[config.mk]
export PLATFORM = sky130hd
export DESIGN_NAME = json_string_unescape_utf8
export DESIGN_NICKNAME = d
export VERILOG_FILES = /design/src/sv/jsu_pkg.sv /design/src/sv/json_string_unescape_utf8.sv /design/src/sv/jsu_decode.sv /design/src/sv/jsu_outbuf.sv
export VERILOG_INCLUDE_DIRS = /design/src /design/src/sv
export SDC_FILE = /design/constraint.sdc
export NUM_CORES = 1
export LEC_CHECK = 0
export BUFFER_PORTS_ARGS = -buffer_cell sky130_fd_sc_hd__buf_2
export CORE_MARGIN = 3
export CORE_UTILIZATION = 35
export CTS_CLUSTER_SIZE = 10
export DETAILED_ROUTE_END_ITERATION = 12
export GPL_TIMING_DRIVEN = 0
export PLACE_DENSITY_LB_ADDON = 0.08
export SETUP_SLACK_MARGIN = 0.5
export SYNTH_ARGS = -nofsm -noshare
export SYNTH_HDL_FRONTEND = slang
export SYNTH_HIERARCHICAL = 1
export SYNTH_SLANG_ARGS = --single-unit
[constraint.sdc]
create_clock -name clock -period 5.5 [get_ports clock]
set_input_delay 0.825 -clock clock [delete_from_list [all_inputs] [get_ports clock]]
set_output_delay 0.825 -clock clock [all_outputs]
set_load 0.01 [all_outputs]
[src/sv/json_string_unescape_utf8_macros.svh]
// Assertion macros for the JSON string unescape block.
`ifndef JSON_STRING_UNESCAPE_UTF8_MACROS_SVH
`define JSON_STRING_UNESCAPE_UTF8_MACROS_SVH

// Same-cycle implication, disabled during reset.
`define JSU_ASSERT_IMPLY(label, clk, rst, ante, cons) \
   label: assert property (@(posedge clk) disable iff (rst) (ante) |-> (cons)) \
      else $error("jsu assertion failed");

// Next-cycle implication, disabled during reset.
`define JSU_ASSERT_NEXT(label, clk, rst, ante, cons) \
   label: assert property (@(posedge clk) disable iff (rst) (ante) |=> (cons)) \
      else $error("jsu assertion failed");

`endif

[src/sv/jsu_pkg.sv]
// Types, codes and helper functions shared by the JSON string unescape block.
package jsu_pkg;

   typedef enum logic [1:0] {
      KIND_CONT = 2'd0,
      KIND_NEW  = 2'd1,
      KIND_END  = 2'd2,
      KIND_RSVD = 2'd3
   } kind_type;

   typedef enum logic [2:0] {
      M_IDLE    = 3'd0,
      M_BODY    = 3'd1,
      M_ESC     = 3'd2,
      M_HEX     = 3'd3,
      M_NEED_BS = 3'd4,
      M_NEED_U  = 3'd5,
      M_HEX2    = 3'd6
   } mode_type;

   typedef enum logic [3:0] {
      ST_BYTE       = 4'd0,
      ST_DONE       = 4'd1,
      ST_UNTERM     = 4'd2,
      ST_BAD_END    = 4'd3,
      ST_TRUNC_HEX  = 4'd4,
      ST_BAD_HEX    = 4'd5,
      ST_LONE_HIGH  = 4'd6,
      ST_BAD_LOW    = 4'd7,
      ST_STRAY_LOW  = 4'd8,
      ST_BAD_ESC    = 4'd9,
      ST_CTRL_CHAR  = 4'd10
   } status_type;

   typedef struct packed {
      logic [2:0]      count;
      logic [3:0][7:0] bytes;
      status_type      status;
   } result_type;

   localparam logic [7:0] CH_QUOTE = 8'h22;
   localparam logic [7:0] CH_BSLASH = 8'h5C;
   localparam logic [7:0] CH_SLASH = 8'h2F;
   localparam logic [7:0] CH_B = 8'h62;
   localparam logic [7:0] CH_F = 8'h66;
   localparam logic [7:0] CH_N = 8'h6E;
   localparam logic [7:0] CH_R = 8'h72;
   localparam logic [7:0] CH_T = 8'h74;
   localparam logic [7:0] CH_U = 8'h75;
   localparam logic [7:0] CTRL_LIMIT = 8'h20;

   localparam logic [15:0] HIGH_FIRST = 16'hD800;
   localparam logic [15:0] HIGH_LAST = 16'hDBFF;
   localparam logic [15:0] LOW_FIRST = 16'hDC00;
   localparam logic [15:0] LOW_LAST = 16'hDFFF;
   localparam logic [20:0] SUPP_BASE = 21'h10000;
   localparam logic [20:0] MAX_1B = 21'h7F;
   localparam logic [20:0] MAX_2B = 21'h7FF;
   localparam logic [20:0] MAX_3B = 21'hFFFF;
   localparam logic [7:0] LEAD_2B = 8'hC0;
   localparam logic [7:0] LEAD_3B = 8'hE0;
   localparam logic [7:0] LEAD_4B = 8'hF0;
   localparam logic [7:0] CONT_MARK = 8'h80;

   // Bit 4 set marks a non-hex character.
   function automatic logic [4:0] hex_value(input logic [7:0] c);
      logic [7:0] v;
      v = 8'h10;
      if (c >= 8'h30 && c <= 8'h39) begin
         v = c - 8'h30;
      end else if (c >= 8'h61 && c <= 8'h66) begin
         v = c - 8'h57;
      end else if (c >= 8'h41 && c <= 8'h46) begin
         v = c - 8'h37;
      end
      return v[4:0];
   endfunction

   function automatic result_type one_byte(input logic [7:0] b);
      result_type r;
      r = '0;
      r.status = ST_BYTE;
      r.count = 3'd1;
      r.bytes[0] = b;
      return r;
   endfunction

   function automatic result_type error_result(input status_type st);
      result_type r;
      r = '0;
      r.status = st;
      r.count = 3'd1;
      return r;
   endfunction

   function automatic result_type encode(input logic [20:0] cp);
      result_type r;
      r = '0;
      r.status = ST_BYTE;
      if (cp <= MAX_1B) begin
         r.count = 3'd1;
         r.bytes[0] = cp[7:0];
      end else if (cp <= MAX_2B) begin
         r.count = 3'd2;
         r.bytes[0] = LEAD_2B | {3'b000, cp[10:6]};
         r.bytes[1] = CONT_MARK | {2'b00, cp[5:0]};
      end else if (cp <= MAX_3B) begin
         r.count = 3'd3;
         r.bytes[0] = LEAD_3B | {4'b0000, cp[15:12]};
         r.bytes[1] = CONT_MARK | {2'b00, cp[11:6]};
         r.bytes[2] = CONT_MARK | {2'b00, cp[5:0]};
      end else begin
         r.count = 3'd4;
         r.bytes[0] = LEAD_4B | {5'b00000, cp[20:18]};
         r.bytes[1] = CONT_MARK | {2'b00, cp[17:12]};
         r.bytes[2] = CONT_MARK | {2'b00, cp[11:6]};
         r.bytes[3] = CONT_MARK | {2'b00, cp[5:0]};
      end
      return r;
   endfunction

endpackage

[src/sv/json_string_unescape_utf8.sv]
// Latency: a request's first result is valid the cycle after it is accepted.
// Throughput: one request per cycle while each request yields at most one result
// and rsp_stall stays low; a multi-byte UTF-8 code point stalls the next request
// until its last byte pops, set by the single result port draining the result register.
// Reset (synchronous, active high) returns the decoder to idle and empties the results.
`include "json_string_unescape_utf8_macros.svh"
module json_string_unescape_utf8
   import jsu_pkg::*;
(
   input  logic       clock,
   input  logic       reset,
   input  logic       req_valid,
   output logic       req_stall,
   input  logic [1:0] req_kind,
   input  logic [7:0] req_in_byte,
   output logic       rsp_valid,
   input  logic       rsp_stall,
   output logic [7:0] rsp_out_byte,
   output logic [3:0] rsp_status,
   output logic       rsp_last
);

   result_type res;
   logic       take;
   logic       free;

   assign req_stall = !free;
   assign take = req_valid && free;

   jsu_decode u_decode (
      .clock    (clock),
      .reset    (reset),
      .take     (take),
      .kind_raw (req_kind),
      .in_byte  (req_in_byte),
      .res      (res)
   );

   jsu_outbuf u_outbuf (
      .clock        (clock),
      .reset        (reset),
      .take         (take),
      .res          (res),
      .free         (free),
      .rsp_valid    (rsp_valid),
      .rsp_stall    (rsp_stall),
      .rsp_out_byte (rsp_out_byte),
      .rsp_status   (rsp_status),
      .rsp_last     (rsp_last)
   );

   `JSU_ASSERT_IMPLY(a_status_is_last, clock, reset, rsp_valid && rsp_status != ST_BYTE, rsp_last && rsp_out_byte == 8'h00)
   `JSU_ASSERT_IMPLY(a_hold_mid_seq, clock, reset, rsp_valid && !rsp_last, req_stall)
   `JSU_ASSERT_NEXT(a_pop_drains, clock, reset, rsp_valid && !rsp_stall && !rsp_last, rsp_valid)

endmodule

[src/sv/jsu_decode.sv]
// Decoder state and per-request decode of one string byte into up to four results.
module jsu_decode
   import jsu_pkg::*;
(
   input  logic       clock,
   input  logic       reset,
   input  logic       take,
   input  logic [1:0] kind_raw,
   input  logic [7:0] in_byte,
   output result_type res
);

   mode_type    mode_ff, mode_in, base_mode;
   logic [1:0]  cnt_ff, cnt_in, cnt_b;
   logic [15:0] acc_ff, acc_in, acc_b, acc_new;
   logic [9:0]  high_ff, high_in, high_b;
   logic        bad_ff, bad_in, bad_b, bad_new;
   logic [4:0]  hv;
   logic [3:0]  digit;
   logic [20:0] cp_pair;
   logic        is_new;
   kind_type    kind;

   assign kind = kind_type'(kind_raw);
   assign is_new = (kind == KIND_NEW);
   assign base_mode = is_new ? M_BODY : mode_ff;
   assign cnt_b = is_new ? 2'd0 : cnt_ff;
   assign acc_b = is_new ? 16'd0 : acc_ff;
   assign bad_b = is_new ? 1'b0 : bad_ff;
   assign high_b = is_new ? 10'd0 : high_ff;
   assign hv = hex_value(in_byte);
   assign digit = hv[4] ? 4'd0 : hv[3:0];
   assign bad_new = bad_b | hv[4];
   assign acc_new = {acc_b[11:0], digit};
   assign cp_pair = SUPP_BASE + {1'b0, high_b, acc_new[9:0]};

   always_comb begin
      mode_in = mode_ff;
      cnt_in = cnt_ff;
      acc_in = acc_ff;
      high_in = high_ff;
      bad_in = bad_ff;
      res = '0;
      res.status = ST_BYTE;
      unique case (kind)
         KIND_RSVD: begin
         end
         KIND_END: begin
            mode_in = M_IDLE;
            unique case (mode_ff)
               M_BODY:             res = error_result(ST_UNTERM);
               M_ESC:              res = error_result(ST_BAD_END);
               M_HEX, M_HEX2:      res = error_result(ST_TRUNC_HEX);
               M_NEED_BS, M_NEED_U: res = error_result(ST_LONE_HIGH);
               default: begin
               end
            endcase
         end
         default: begin
            mode_in = base_mode;
            cnt_in = cnt_b;
            acc_in = acc_b;
            high_in = high_b;
            bad_in = bad_b;
            unique case (base_mode)
               M_BODY: begin
                  if (in_byte == CH_QUOTE) begin
                     mode_in = M_IDLE;
                     res = error_result(ST_DONE);
                  end else if (in_byte == CH_BSLASH) begin
                     mode_in = M_ESC;
                  end else if (in_byte < CTRL_LIMIT) begin
                     mode_in = M_IDLE;
                     res = error_result(ST_CTRL_CHAR);
                  end else begin
                     res = one_byte(in_byte);
                  end
               end
               M_ESC: begin
                  mode_in = M_BODY;
                  unique case (in_byte)
                     CH_QUOTE, CH_BSLASH, CH_SLASH: res = one_byte(in_byte);
                     CH_B: res = one_byte(8'h08);
                     CH_F: res = one_byte(8'h0C);
                     CH_N: res = one_byte(8'h0A);
                     CH_R: res = one_byte(8'h0D);
                     CH_T: res = one_byte(8'h09);
                     CH_U: begin
                        mode_in = M_HEX;
                        cnt_in = 2'd0;
                        acc_in = 16'd0;
                        bad_in = 1'b0;
                     end
                     default: begin
                        mode_in = M_IDLE;
                        res = error_result(ST_BAD_ESC);
                     end
                  endcase
               end
               M_NEED_BS: begin
                  if (in_byte == CH_BSLASH) begin
                     mode_in = M_NEED_U;
                  end else begin
                     mode_in = M_IDLE;
                     res = error_result(ST_LONE_HIGH);
                  end
               end
               M_NEED_U: begin
                  if (in_byte == CH_U) begin
                     mode_in = M_HEX2;
                     cnt_in = 2'd0;
                     acc_in = 16'd0;
                     bad_in = 1'b0;
                  end else begin
                     mode_in = M_IDLE;
                     res = error_result(ST_LONE_HIGH);
                  end
               end
               M_HEX, M_HEX2: begin
                  bad_in = bad_new;
                  acc_in = acc_new;
                  if (cnt_b != 2'd3) begin
                     cnt_in = cnt_b + 2'd1;
                  end else begin
                     cnt_in = 2'd0;
                     if (bad_new) begin
                        mode_in = M_IDLE;
                        res = error_result(ST_BAD_HEX);
                     end else if (base_mode == M_HEX) begin
                        if (acc_new >= HIGH_FIRST && acc_new <= HIGH_LAST) begin
                           high_in = acc_new[9:0];
                           mode_in = M_NEED_BS;
                        end else if (acc_new >= LOW_FIRST && acc_new <= LOW_LAST) begin
                           mode_in = M_IDLE;
                           res = error_result(ST_STRAY_LOW);
                        end else begin
                           mode_in = M_BODY;
                           res = encode({5'd0, acc_new});
                        end
                     end else if (acc_new < LOW_FIRST || acc_new > LOW_LAST) begin
                        mode_in = M_IDLE;
                        res = error_result(ST_BAD_LOW);
                     end else begin
                        mode_in = M_BODY;
                        res = encode(cp_pair);
                     end
                  end
               end
               default: begin
                  mode_in = M_IDLE;
               end
            endcase
         end
      endcase
   end

   always_ff @(posedge clock) begin
      if (reset) begin
         mode_ff <= M_IDLE;
         cnt_ff <= 2'd0;
         acc_ff <= 16'd0;
         high_ff <= 10'd0;
         bad_ff <= 1'b0;
      end else if (take) begin
         mode_ff <= mode_in;
         cnt_ff <= cnt_in;
         acc_ff <= acc_in;
         high_ff <= high_in;
         bad_ff <= bad_in;
      end
   end

endmodule

[src/sv/jsu_outbuf.sv]
// Result register that holds up to four decoded results and hands them out one per cycle unless stalled.
module jsu_outbuf
   import jsu_pkg::*;
(
   input  logic       clock,
   input  logic       reset,
   input  logic       take,
   input  result_type res,
   output logic       free,
   output logic       rsp_valid,
   input  logic       rsp_stall,
   output logic [7:0] rsp_out_byte,
   output logic [3:0] rsp_status,
   output logic       rsp_last
);

   logic [2:0]      cnt_ff, cnt_in;
   logic [3:0][7:0] bytes_ff, bytes_in;
   status_type      status_ff, status_in;
   logic            pop;

   assign rsp_valid = (cnt_ff != 3'd0);
   assign pop = rsp_valid && !rsp_stall;
   assign free = (cnt_ff == 3'd0) || ((cnt_ff == 3'd1) && !rsp_stall);
   assign rsp_out_byte = bytes_ff[0];
   assign rsp_status = status_ff;
   assign rsp_last = (cnt_ff == 3'd1);

   always_comb begin
      cnt_in = cnt_ff;
      bytes_in = bytes_ff;
      status_in = status_ff;
      priority if (take && res.count != 3'd0) begin
         cnt_in = res.count;
         bytes_in = res.bytes;
         status_in = res.status;
      end else if (pop) begin
         cnt_in = cnt_ff - 3'd1;
         bytes_in = {8'h00, bytes_ff[3:1]};
      end
   end

   always_ff @(posedge clock) begin
      if (reset) begin
         cnt_ff <= 3'd0;
      end else begin
         cnt_ff <= cnt_in;
      end
      bytes_ff <= bytes_in;
      status_ff <= status_in;
   end

endmodule

==> Yosys cells after proc, flatten, opt, wreduce, memory -nomap -nowiden <==
Cells that the tools add are included.
W data, S select, Z words.
{ "word_totals": {"n_memories": 0, "input_bits": 14, "ramBits": 0, "latchBits": 0, "output_inout_bits": 15, "rom_bits": 0, "elab_cells": 159, "register_bits": 71} }
{ "classes": {"bitwise_logic": 3, "mul": 0, "div": 0, "mux": 69, "n_lt_le_gt_ge": 18, "add_sub_neg": 6, "n_reduce_logical": 26, "shift": 0, "n_eq_ne": 26} }
{ "op_table": {"columns": ["cell", "count"], "rows": [
  ["$mux W39", 8],
  ["$pmux W37 S7", 1],
  ["$pmux W39 S5", 1],
  ["$pmux W37 S4", 1],
  ["$pmux W39 S2", 1],
  ["$mux W37", 2],
  ["$mux W16", 4],
  ["$mux W32", 2],
  ["$mux W10", 6],
  ["$eq A8 B7 Y1 const B", 7],
  ["$mux W24", 2],
  ["$mux W3", 15],
  ["$ge A16 B16 Y1 const B", 2],
  ["$le A16 B16 Y1 const B", 2],
  ["$mux W8", 4],
  ["$pmux W16 S2", 1],
  ["$mux W22", 1],
  ["$add A17 B20 Y21 const A", 1],
  ["$le A21 B11 Y1 const B", 1],
  ["$le A21 B16 Y1 const B", 1],
  ["$le A21 B7 Y1 const B", 1],
  ["$eq A3 B3 Y1 const B", 6],
  ["$eq A8 B6 Y1 const B", 2],
  ["$ge A8 B7 Y1 const B", 2],
  ["other kinds (38)", 74]
]} }

==> Longest topological paths before layout <==
Gate-level depths: netlist of the first run.
{ "logic_depth": {"depth_word": 20, "mapped_depth": 21, "mapped_depth_nobuf": 16} }

==> Modules after synthesis <==
The synthesis of the first run kept the hierarchy.
{ "by_module_without_submodules": {"columns": ["mod", "n_inst", "seq_area_each_um2", "cells_each", "area_each_um2"], "rows": [
  ["jsu_decode", 1, 560.5, 538, 3543.4],
  ["jsu_outbuf", 1, 1141.1, 159, 1730.4],
  ["json_string_unescape_utf8", 1, 0.0, 2, 10.0]
]} }

==> Worst setup path before layout of the first run <==
OpenSTA, ideal clock, no wires.
{ "synth_timing": {"path_type": "input -> register", "start": "input port req_kind[1]", "end": "register u_outbuf/bytes_ff[10] (netlist bit), enable pin", "arrival_ps": 4834, "slack_ps": 182, "cell_stages": 18, "path_cell_list": "nand2b_1 -> buf_2 -> clkbuf_1 -> clkbuf_1 -> clkbuf_1 -> and2_1 -> ha_1 -> nor2_1 -> and4_1 -> o2111a_1 -> mux2i_1 -> and2_1 -> buf_2 -> o21ai_0 -> a21oi_1 -> o21ai_0 -> o31ai_4 -> nand2b_1"} }
{ "synth_rtl": {"columns": ["element", "line", "rtl"], "rows": [
  ["from (decl)", "json_string_unescape_utf8.sv:14", "input logic [1:0] req_kind,"],
  ["to (signal assigned)", "jsu_outbuf.sv:49", "bytes_ff <= bytes_in;"],
  ["to (decl)", "jsu_outbuf.sv:18", "logic [3:0][7:0] bytes_ff, bytes_in;"]
]} }

==> impl_table.tex, run 1 <==
\begin{tabular}{lr}
\hline
Metric & Value \\
\hline
\multicolumn{2}{l}{\textbf{Drt}} \\
DRT iter0 DRCs & 613 \\
Via-per-instance ratio & 5.968 \\
Drc violations & 0 \\
Remaining antenna violation count after routing & 0 \\
Drt total wl & 19420 um \\
TritonRoute pass-1 iters & 5 \\
Routed length per instance & 20.66 um \\
Via total after detailed routing & 5610 \\
\multicolumn{2}{l}{\textbf{Worst setup path}} \\
Critical path's most frequent cell & sky130\_fd\_sc\_hd\_\_buf\_4 \\
Worst setup EP type & flop \\
Reg-to-reg setup timing slack & 1.59 ns \\
Biggest fanout along the worst timing path & 13 \\
Family with the most delay on the worst path & buffers and inverters \\
Crit path cell chain & buf\_2 > nand2b\_4 > buf\_4 > buf\_4 > buf\_4 > buf\_6 > and2\_1 > ha\_1 > and2\_1 > and4\_1 > o2111a\_2 > mux2i\_4 > and2\_1 > buf\_6 > o21ai\_0 > a21oi\_1 > o21ai\_2 > buf\_4 > o31ai\_4 > inv\_4 > clkbuf\_8 > nand2\_1 > nand2\_1 \\
Worst Path Required & 5.57 ns \\
Critical path buffers and inverters & 9 \\
Cell at the slowest stage of the critical path & sky130\_fd\_sc\_hd\_\_o2111a\_2 \\
Kind of critical path & input port to flop \\
Critical path arrival & 4.92 ns \\
Category of the worst setup path launch point & input port \\
Critical path's largest stage delay & 0.31 ns \\
\multicolumn{2}{l}{\textbf{Global route}} \\
Maximum number of pins on one net before global-route repair & 17 \\
Congestion Overflow GR & 0 \\
Met1 Use GR & 31.96\% \\
Global-route usage over all layers & 23.51\% \\
Routing usage on met3 & 5.936\% \\
Global Route met2 Usage & 35.73\% \\
Antenna violations before repair & 0 \\
Wire length of the first global-routing pass & 29930 um \\
Via count of the first global-routing pass & 5178 \\
Most congested layer reported by global routing & met2 \\
\multicolumn{2}{l}{\textbf{Placed design}} \\
Count of input and output buffers & 28 \\
Pre-CTS setup slack & -1.901 ns \\
DP HPWL & 14620 um \\
Standard cell area after detailed placement & 5664 sq um \\
Routability Congestion & 0.9880 \\
\multicolumn{2}{l}{\textbf{CTS}} \\
Clock root buffer & sky130\_fd\_sc\_hd\_\_clkbuf\_16 \\
Number of buffers inserted by hold repair at cts & 0 \\
Clock tree from TritonCTS & built \\
Bufs on Longest Clock Path & 2 \\
Clock latency on the worst-skew pair & 0.34 ns \\
Clk sinks & 67 \\
H-tree levels & 3 \\
CTS Buf Count & 9 \\
Clk pin slew, worst setup/hold paths & 0.06 ns \\
\multicolumn{2}{l}{\textbf{Cells and area}} \\
Fraction of layout cells with a size suffix above 1 & 14.68\% \\
Number of diodes & 0 \\
Final layout net count & 775 \\
Post-route standard cell area excluding fillers & 6206 sq um \\
Growth of design area from synthesis to finish & 17.45\% \\
\multicolumn{2}{l}{\textbf{Pwr}} \\
Maximum vdd drop & 156.6 uV \\
Switching share of power & 28.65\% \\
Total power divided by cell area & 285.8 nW/um\^{}2 \\
Net switching power & 508.1 uW \\
Leakage power figure & 2.384 nW \\
Part of the total power dissipated in combinational logic & 24.1\% \\
Clock group share of total power & 36.9\% \\
Register share of total power & 39.1\% \\
Cell-internal power & 1.266 mW \\
\multicolumn{2}{l}{\textbf{Timing}} \\
Fmax & 206.1 MHz \\
Final Max Tran Viols & 0 \\
Setup repair after global routing missed its margin & false \\
Post-layout minimum cycle time & 4.851 ns \\
Setup violations, final & 0 \\
Worst max-slew margin expressed relative to the limit & 35.54\% \\
Final Cycle Share & 88.20\% \\
Crit path setup slack, layout & 0.6491 ns \\
Total count of hold-check failures in the final report & 0 \\
Clock Skew & 0.006239 ns \\
Worst Max-Slew Pin Slew & 0.9567 ns \\
\multicolumn{2}{l}{\textbf{Min path}} \\
Kind of path behind the tightest hold check & flop to flop \\
\multicolumn{2}{l}{\textbf{Logic synthesis}} \\
Synth area leaders & sky130\_fd\_sc\_hd\_\_edfxtp\_1, sky130\_fd\_sc\_hd\_\_dfxtp\_1, sky130\_fd\_sc\_hd\_\_nand2\_1, sky130\_fd\_sc\_hd\_\_nor2\_1, sky130\_fd\_sc\_hd\_\_a22oi\_1 \\
Top cells by count, synth & sky130\_fd\_sc\_hd\_\_nand2\_1, sky130\_fd\_sc\_hd\_\_nor2\_1, sky130\_fd\_sc\_hd\_\_a21oi\_1, sky130\_fd\_sc\_hd\_\_edfxtp\_1, sky130\_fd\_sc\_hd\_\_o21ai\_0 \\
Number of distinct library cells after synthesis & 79 \\
Number of enable-type register cells in the synthesized netlist & 36 \\
YS warnings & 6 \\
Sequential cell area fraction in the yosys report & 32.20\% \\
Seq cells post-synth & 67 \\
Post-synthesis instance area & 5284 sq um \\
Gate count after technology mapping & 699 \\
Biggest area consumer among synthesized cells & sky130\_fd\_sc\_hd\_\_edfxtp\_1 \\
Leading register cell type out of synthesis & sky130\_fd\_sc\_hd\_\_edfxtp\_1 \\
Post-Synthesis Mean Instance Area & 7.559 sq um \\
Library cell with the highest instance count after synthesis & sky130\_fd\_sc\_hd\_\_nand2\_1 \\
Yosys top cell area share & 20.46\% \\
Share of flip-flops with an asynchronous set or reset after synthesis & 0\% \\
\multicolumn{2}{l}{\textbf{Floorplanning}} \\
Row count & 44 \\
Number of top-level pins & 29 \\
Floorplan Core Area & 14640 sq um \\
Vertical die dimension & 128.9 um \\
Initial cell density of the core & 36.08\% \\
Die Footprint & 16610 sq um \\
Die span in x & 128.9 um \\
\multicolumn{2}{l}{\textbf{Job}} \\
Count of maximum capacitance violations & 0 \\
\multicolumn{2}{l}{\textbf{Run status}} \\
Outcome & complete, no violations \\
\hline
\end{tabular}
==> timing repair <==
action	CTS	global route
pin swaps	2	2
buffers inserted	7	3
resized for setup	28	13
cloned	1	0
setup endpoints to repair	70	69
==> cells by family after synthesis <==
family,Yosys count,share of synthesized area [%]
other,1,0.07097
AOI/OAI and AO/OA,185,23.94
adders and majority gates,10,2.368
buffers and inverters,70,6.204
xor gates and xnor gates,4,0.6632
muxes,15,2.936
DFF,67,32.20
and+or+nand+nor,347,31.61
==> registers in the layout, indices dropped and copies added, names as in the netlist <==
| signal | flops |
|---|---|
| u_decode/bad_ff | 1 |
| u_decode/acc_ff | 12 |
| u_decode/mode_ff | 3 |
| u_outbuf/bytes_ff | 24 |
| u_outbuf/cnt_ff | 3 |
| u_decode/high_ff | 10 |
| u_decode/cnt_ff | 2 |
| u_outbuf/rsp_status | 4 |
| u_outbuf/rsp_out_byte | 8 |
==> tightest hold or removal path, cell delays in order, from the launching register on <==
cell and delay (ns):
sky130_fd_sc_hd__dfxtp_1 0.32, sky130_fd_sc_hd__a22oi_1 0.08, sky130_fd_sc_hd__nor2_1 0.08
==> placed cells by master (no fill, tap or decap), types with 6 or more instances in the layout <==
cell type and instances:
sky130_fd_sc_hd__ha_1 10, sky130_fd_sc_hd__o21ai_0 34, sky130_fd_sc_hd__buf_2 30, sky130_fd_sc_hd__nand4_1 9
sky130_fd_sc_hd__nor2b_1 9, sky130_fd_sc_hd__and2_1 18, sky130_fd_sc_hd__nor2_1 82, sky130_fd_sc_hd__and4_1 6
sky130_fd_sc_hd__a22oi_1 28, sky130_fd_sc_hd__dfxtp_1 31, sky130_fd_sc_hd__nand2_1 136, sky130_fd_sc_hd__nand3_1 20
sky130_fd_sc_hd__a31oi_1 12, sky130_fd_sc_hd__o21a_1 9, sky130_fd_sc_hd__clkbuf_1 25, sky130_fd_sc_hd__nor3_1 10
sky130_fd_sc_hd__nor4_1 8, sky130_fd_sc_hd__and3_1 9, sky130_fd_sc_hd__a32oi_1 6, sky130_fd_sc_hd__buf_4 26
sky130_fd_sc_hd__clkbuf_16 12, sky130_fd_sc_hd__edfxtp_1 36, sky130_fd_sc_hd__nand2b_1 9, sky130_fd_sc_hd__mux2i_1 10
sky130_fd_sc_hd__a21oi_1 36, sky130_fd_sc_hd__inv_1 15
==> path summary, 6_finish.rpt <==
path / from / endpoint / depth (start not counted)
worst max-delay path: req_kind[1] / u_outbuf/bytes_ff[13] / 23
worst min-delay path: u_decode/cnt_ff[1] / u_decode/cnt_ff[1] / 2
worst max register to register: u_decode/acc_ff[4] / u_outbuf/bytes_ff[10] / 13
worst min register to register: u_decode/cnt_ff[1] / u_decode/cnt_ff[1] / 2
==> per-stage QoR <==
step	total power, mW	util, %	std cells	hold WS (ns)	setup TNS [ns]
3_3_place_gp	1.101	38.68	913	0.4816	-124.81
4_1_cts	1.792	42.05	937	0.5092	0
6_report	1.774	42.38	940	0.5069	0
3_5_place_dp	1.111	38.68	913	0.4956	-121.83
2_1_floorplan	0.9759	-	701	0.4686	0
5_1_grt	1.875	42.38	940	0.5303	0
==> power groups by stage <==
stage | combinational (mW) | sequential (mW) | clock, mW
floorplan | 0.277 | 0.699 | 0
global placement | 0.397 | 0.704 | 0
detailed placement | 0.404 | 0.707 | 0
CTS | 0.428 | 0.694 | 0.670
global route | 0.481 | 0.701 | 0.694
finish | 0.427 | 0.693 | 0.654
==> metal layers <==
metal	up-vias	part of all wire, %
li1	2626	-
met1	2716	45
met2	221	45
met3	47	6.6
met4	0	3.4
met5	-	0
==> cell type report <==
class	count	area, sq um
fillers	1514	8438
multi-input cells	565	3323
flip-flops and latches	67	1702
plain buffers	54	316.6
clock buffers	13	305.3
well taps	184	230.2
repair buffers	38	219.0
inverters	16	62.56
clock inverters	3	47.55
Note: power is estimated with default switching activity, not from simulation.
==> run 2: changes to the inputs <==
- CORE_UTILIZATION: 35 -> 50
- RECOVER_POWER: not set -> 25
==> run 2 against run 1 <==
  * Fmax down 1.7%
  * Via count up 2.0%
  * Register-to-register slack worse by 0.02 ns
  * Largest cell class unchanged
==> impl_table.tex, run 2 (synthesized netlist as in run 1, its figures left out) <==
\begin{tabular}{lr}
\hline
Metric & Value \\
\hline
\multicolumn{2}{l}{\textbf{Run status}} \\
Outcome & complete, no violations \\
\multicolumn{2}{l}{\textbf{Pwr}} \\
Total power divided by cell area & 261.7 nW/um\^{}2 \\
Maximum vdd drop & 245.8 uV \\
Leakage power figure & 2.241 nW \\
\multicolumn{2}{l}{\textbf{Drt}} \\
Routed length per instance & 20.67 um \\
DRT iter0 DRCs & 671 \\
Via total after detailed routing & 5720 \\
Via-per-instance ratio & 6.463 \\
Drc violations & 0 \\
Remaining antenna violation count after routing & 0 \\
TritonRoute pass-1 iters & 6 \\
Drt total wl & 18300 um \\
\multicolumn{2}{l}{\textbf{Global route}} \\
Via count of the first global-routing pass & 5274 \\
Wire length of the first global-routing pass & 28610 um \\
Antenna violations before repair & 0 \\
Congestion Overflow GR & 0 \\
Maximum number of pins on one net before global-route repair & 17 \\
Global-route usage over all layers & 31.58\% \\
\multicolumn{2}{l}{\textbf{Timing}} \\
Crit path setup slack, layout & 0.5656 ns \\
Setup repair after global routing missed its margin & false \\
Total count of hold-check failures in the final report & 0 \\
Clock Skew & 0.01458 ns \\
Fmax & 202.7 MHz \\
Final hold slack & 0.5133 ns \\
Post-layout minimum cycle time & 4.934 ns \\
Worst Max-Slew Pin Slew & 0.9743 ns \\
Final Cycle Share & 89.72\% \\
Setup violations, final & 0 \\
Accumulated negative setup slack & 0 ns \\
Worst max-slew margin expressed relative to the limit & 34.36\% \\
Final Max Tran Viols & 0 \\
\multicolumn{2}{l}{\textbf{Placed design}} \\
Routability Congestion & 1.040 \\
Count of input and output buffers & 28 \\
Dpl cells & 862 \\
DP HPWL & 13370 um \\
Standard cell area after detailed placement & 5600 sq um \\
Pre-CTS setup slack & -1.771 ns \\
\multicolumn{2}{l}{\textbf{CTS}} \\
Number of buffers inserted by hold repair at cts & 0 \\
Clk pin slew, worst setup/hold paths & 0.09 ns \\
CTS Buf Count & 9 \\
Clock tree from TritonCTS & built \\
H-tree levels & 3 \\
Clock root buffer & sky130\_fd\_sc\_hd\_\_clkbuf\_8 \\
Clock latency on the worst-skew pair & 0.36 ns \\
Bufs on Longest Clock Path & 2 \\
Clk sinks & 67 \\
\multicolumn{2}{l}{\textbf{Cells and area}} \\
Sequential cell area & 1702 sq um \\
Post-route standard cell area excluding fillers & 5942 sq um \\
Final layout net count & 771 \\
Biggest register & u\_outbuf/bytes\_ff \\
Area of the multi-input gates & 3321 sq um \\
Most common cell after layout, fill and taps aside & sky130\_fd\_sc\_hd\_\_nand2\_1 \\
Final instance count without filler cells & 885 \\
Top library cells by usage in the layout, fill and taps aside & sky130\_fd\_sc\_hd\_\_nand2\_1, sky130\_fd\_sc\_hd\_\_nor2\_1, sky130\_fd\_sc\_hd\_\_clkbuf\_1 \\
Growth of design area from synthesis to finish & 12.46\% \\
Flip-flop count of the largest register, all copies and words added & 24 \\
Number of diodes & 0 \\
FILL cells & 970 \\
Registers with the most flip-flops & u\_outbuf/bytes\_ff x24, u\_decode/acc\_ff x12, u\_decode/high\_ff x10 \\
Fraction of layout cells with a size suffix above 1 & 11.97\% \\
\multicolumn{2}{l}{\textbf{Worst setup path}} \\
Critical path arrival & 5.05 ns \\
Biggest fanout along the worst timing path & 10 \\
Critical path's largest stage delay & 0.42 ns \\
Worst Path Required & 5.61 ns \\
Worst setup EP type & flop \\
Crit path cell chain & clkbuf\_1 > nand2b\_4 > buf\_4 > buf\_6 > buf\_4 > buf\_6 > and2\_1 > ha\_1 > and2\_1 > nand4\_1 > a221o\_1 > nor2\_2 > o21bai\_4 > o21ai\_0 > a21oi\_1 > o21ai\_2 > o31ai\_4 > inv\_4 > buf\_4 > and2\_1 \\
Critical path buffers and inverters & 7 \\
Family with the most delay on the worst path & compound AO/OA/AOI/OAI gates \\
Kind of critical path & input port to flop \\
Cell at the slowest stage of the critical path & sky130\_fd\_sc\_hd\_\_a221o\_1 \\
Category of the worst setup path launch point & input port \\
\multicolumn{2}{l}{\textbf{Floorplanning}} \\
Row count & 36 \\
Vertical die dimension & 108.8 um \\
Floorplan Core Area & 10040 sq um \\
Number of top-level pins & 29 \\
Die Footprint & 11840 sq um \\
Die span in x & 108.8 um \\
Initial cell density of the core & 52.60\% \\
\multicolumn{2}{l}{\textbf{Min path}} \\
Kind of path behind the tightest hold check & flop to flop \\
\multicolumn{2}{l}{\textbf{Job}} \\
Count of maximum capacitance violations & 0 \\
\hline
\end{tabular}
==> run 2: cell types whose count changed in the layout (fill, tap and decap cells not counted), moves of 3 or more <==
cell and delta:
sky130_fd_sc_hd__clkbuf_1 +16, sky130_fd_sc_hd__buf_2 -16, sky130_fd_sc_hd__clkbuf_16 -12, sky130_fd_sc_hd__clkbuf_8 +8, sky130_fd_sc_hd__buf_4 -4, sky130_fd_sc_hd__inv_6 +3
==> run 2: routing by layer <==
layer / up-vias / GRT usage (%) / part of all wire [%]
met5: - / 0 / 0
met2: 363 / 49.25 / 44
li1: 2615 / - / -
met3: 80 / 6.631 / 10
met4: 0 / 12.71 / 4.2
met1: 2662 / 42.72 / 41
==> run 2: final timing paths <==
kind | slack (ns) | depth (start not counted) | start | to
setup / recovery | 0.57 | 20 | req_kind[1] | u_outbuf/bytes_ff[28]
hold / removal | 0.51 | 2 | u_outbuf/bytes_ff[9] | u_outbuf/rsp_out_byte[1]
setup reg to reg | 1.57 | 13 | u_decode/acc_ff[4] | u_outbuf/bytes_ff[28]
hold reg to reg | 0.51 | 2 | u_outbuf/bytes_ff[9] | u_outbuf/rsp_out_byte[1]
==> run 2: timing repair <==
item | CTS | global route
setup endpoints to repair | 70 | 69
pin swaps | 1 | 5
gates resized for setup | 23 | 24
buffers inserted | 4 | 2
cloned | 1 | 0
==> run 2: final cells by class <==
cell class / count / share of cell area, %
Timing Repair Buffer: 34 / 2.843
Multi-Input combinational cell: 565 / 55.89
Inverter: 16 / 1.053
Clock buffer: 9 / 2.085
Tap cell: 133 / 2.801
Buffer: 54 / 5.348
Clock inverter: 7 / 1.348
Sequential cell: 67 / 28.64
==> run 2: worst min-delay path: stages (launching register included) <==
cell and delay, ns:
sky130_fd_sc_hd__edfxtp_1 0.32, sky130_fd_sc_hd__nand2_1 0.04, sky130_fd_sc_hd__nand2_1 0.05
==> run 2: stage by stage <==
step | total power, mW | utilization (%)
after floorplan | 0.9759 | -
final | 1.555 | 59.16
after global placement | 1.090 | 55.75
after detailed placement | 1.105 | 55.75
after CTS | 1.561 | 58.81
after global routing | 1.639 | 59.16
==> run 2: power by group <==
group	internal [mW]	total [mW]	leakage [nW]	switching (mW)
combinational	0.151	0.419	1.55	0.268
sequential	0.665	0.694	0.591	0.0286
clock	0.216	0.442	0.0987	0.226
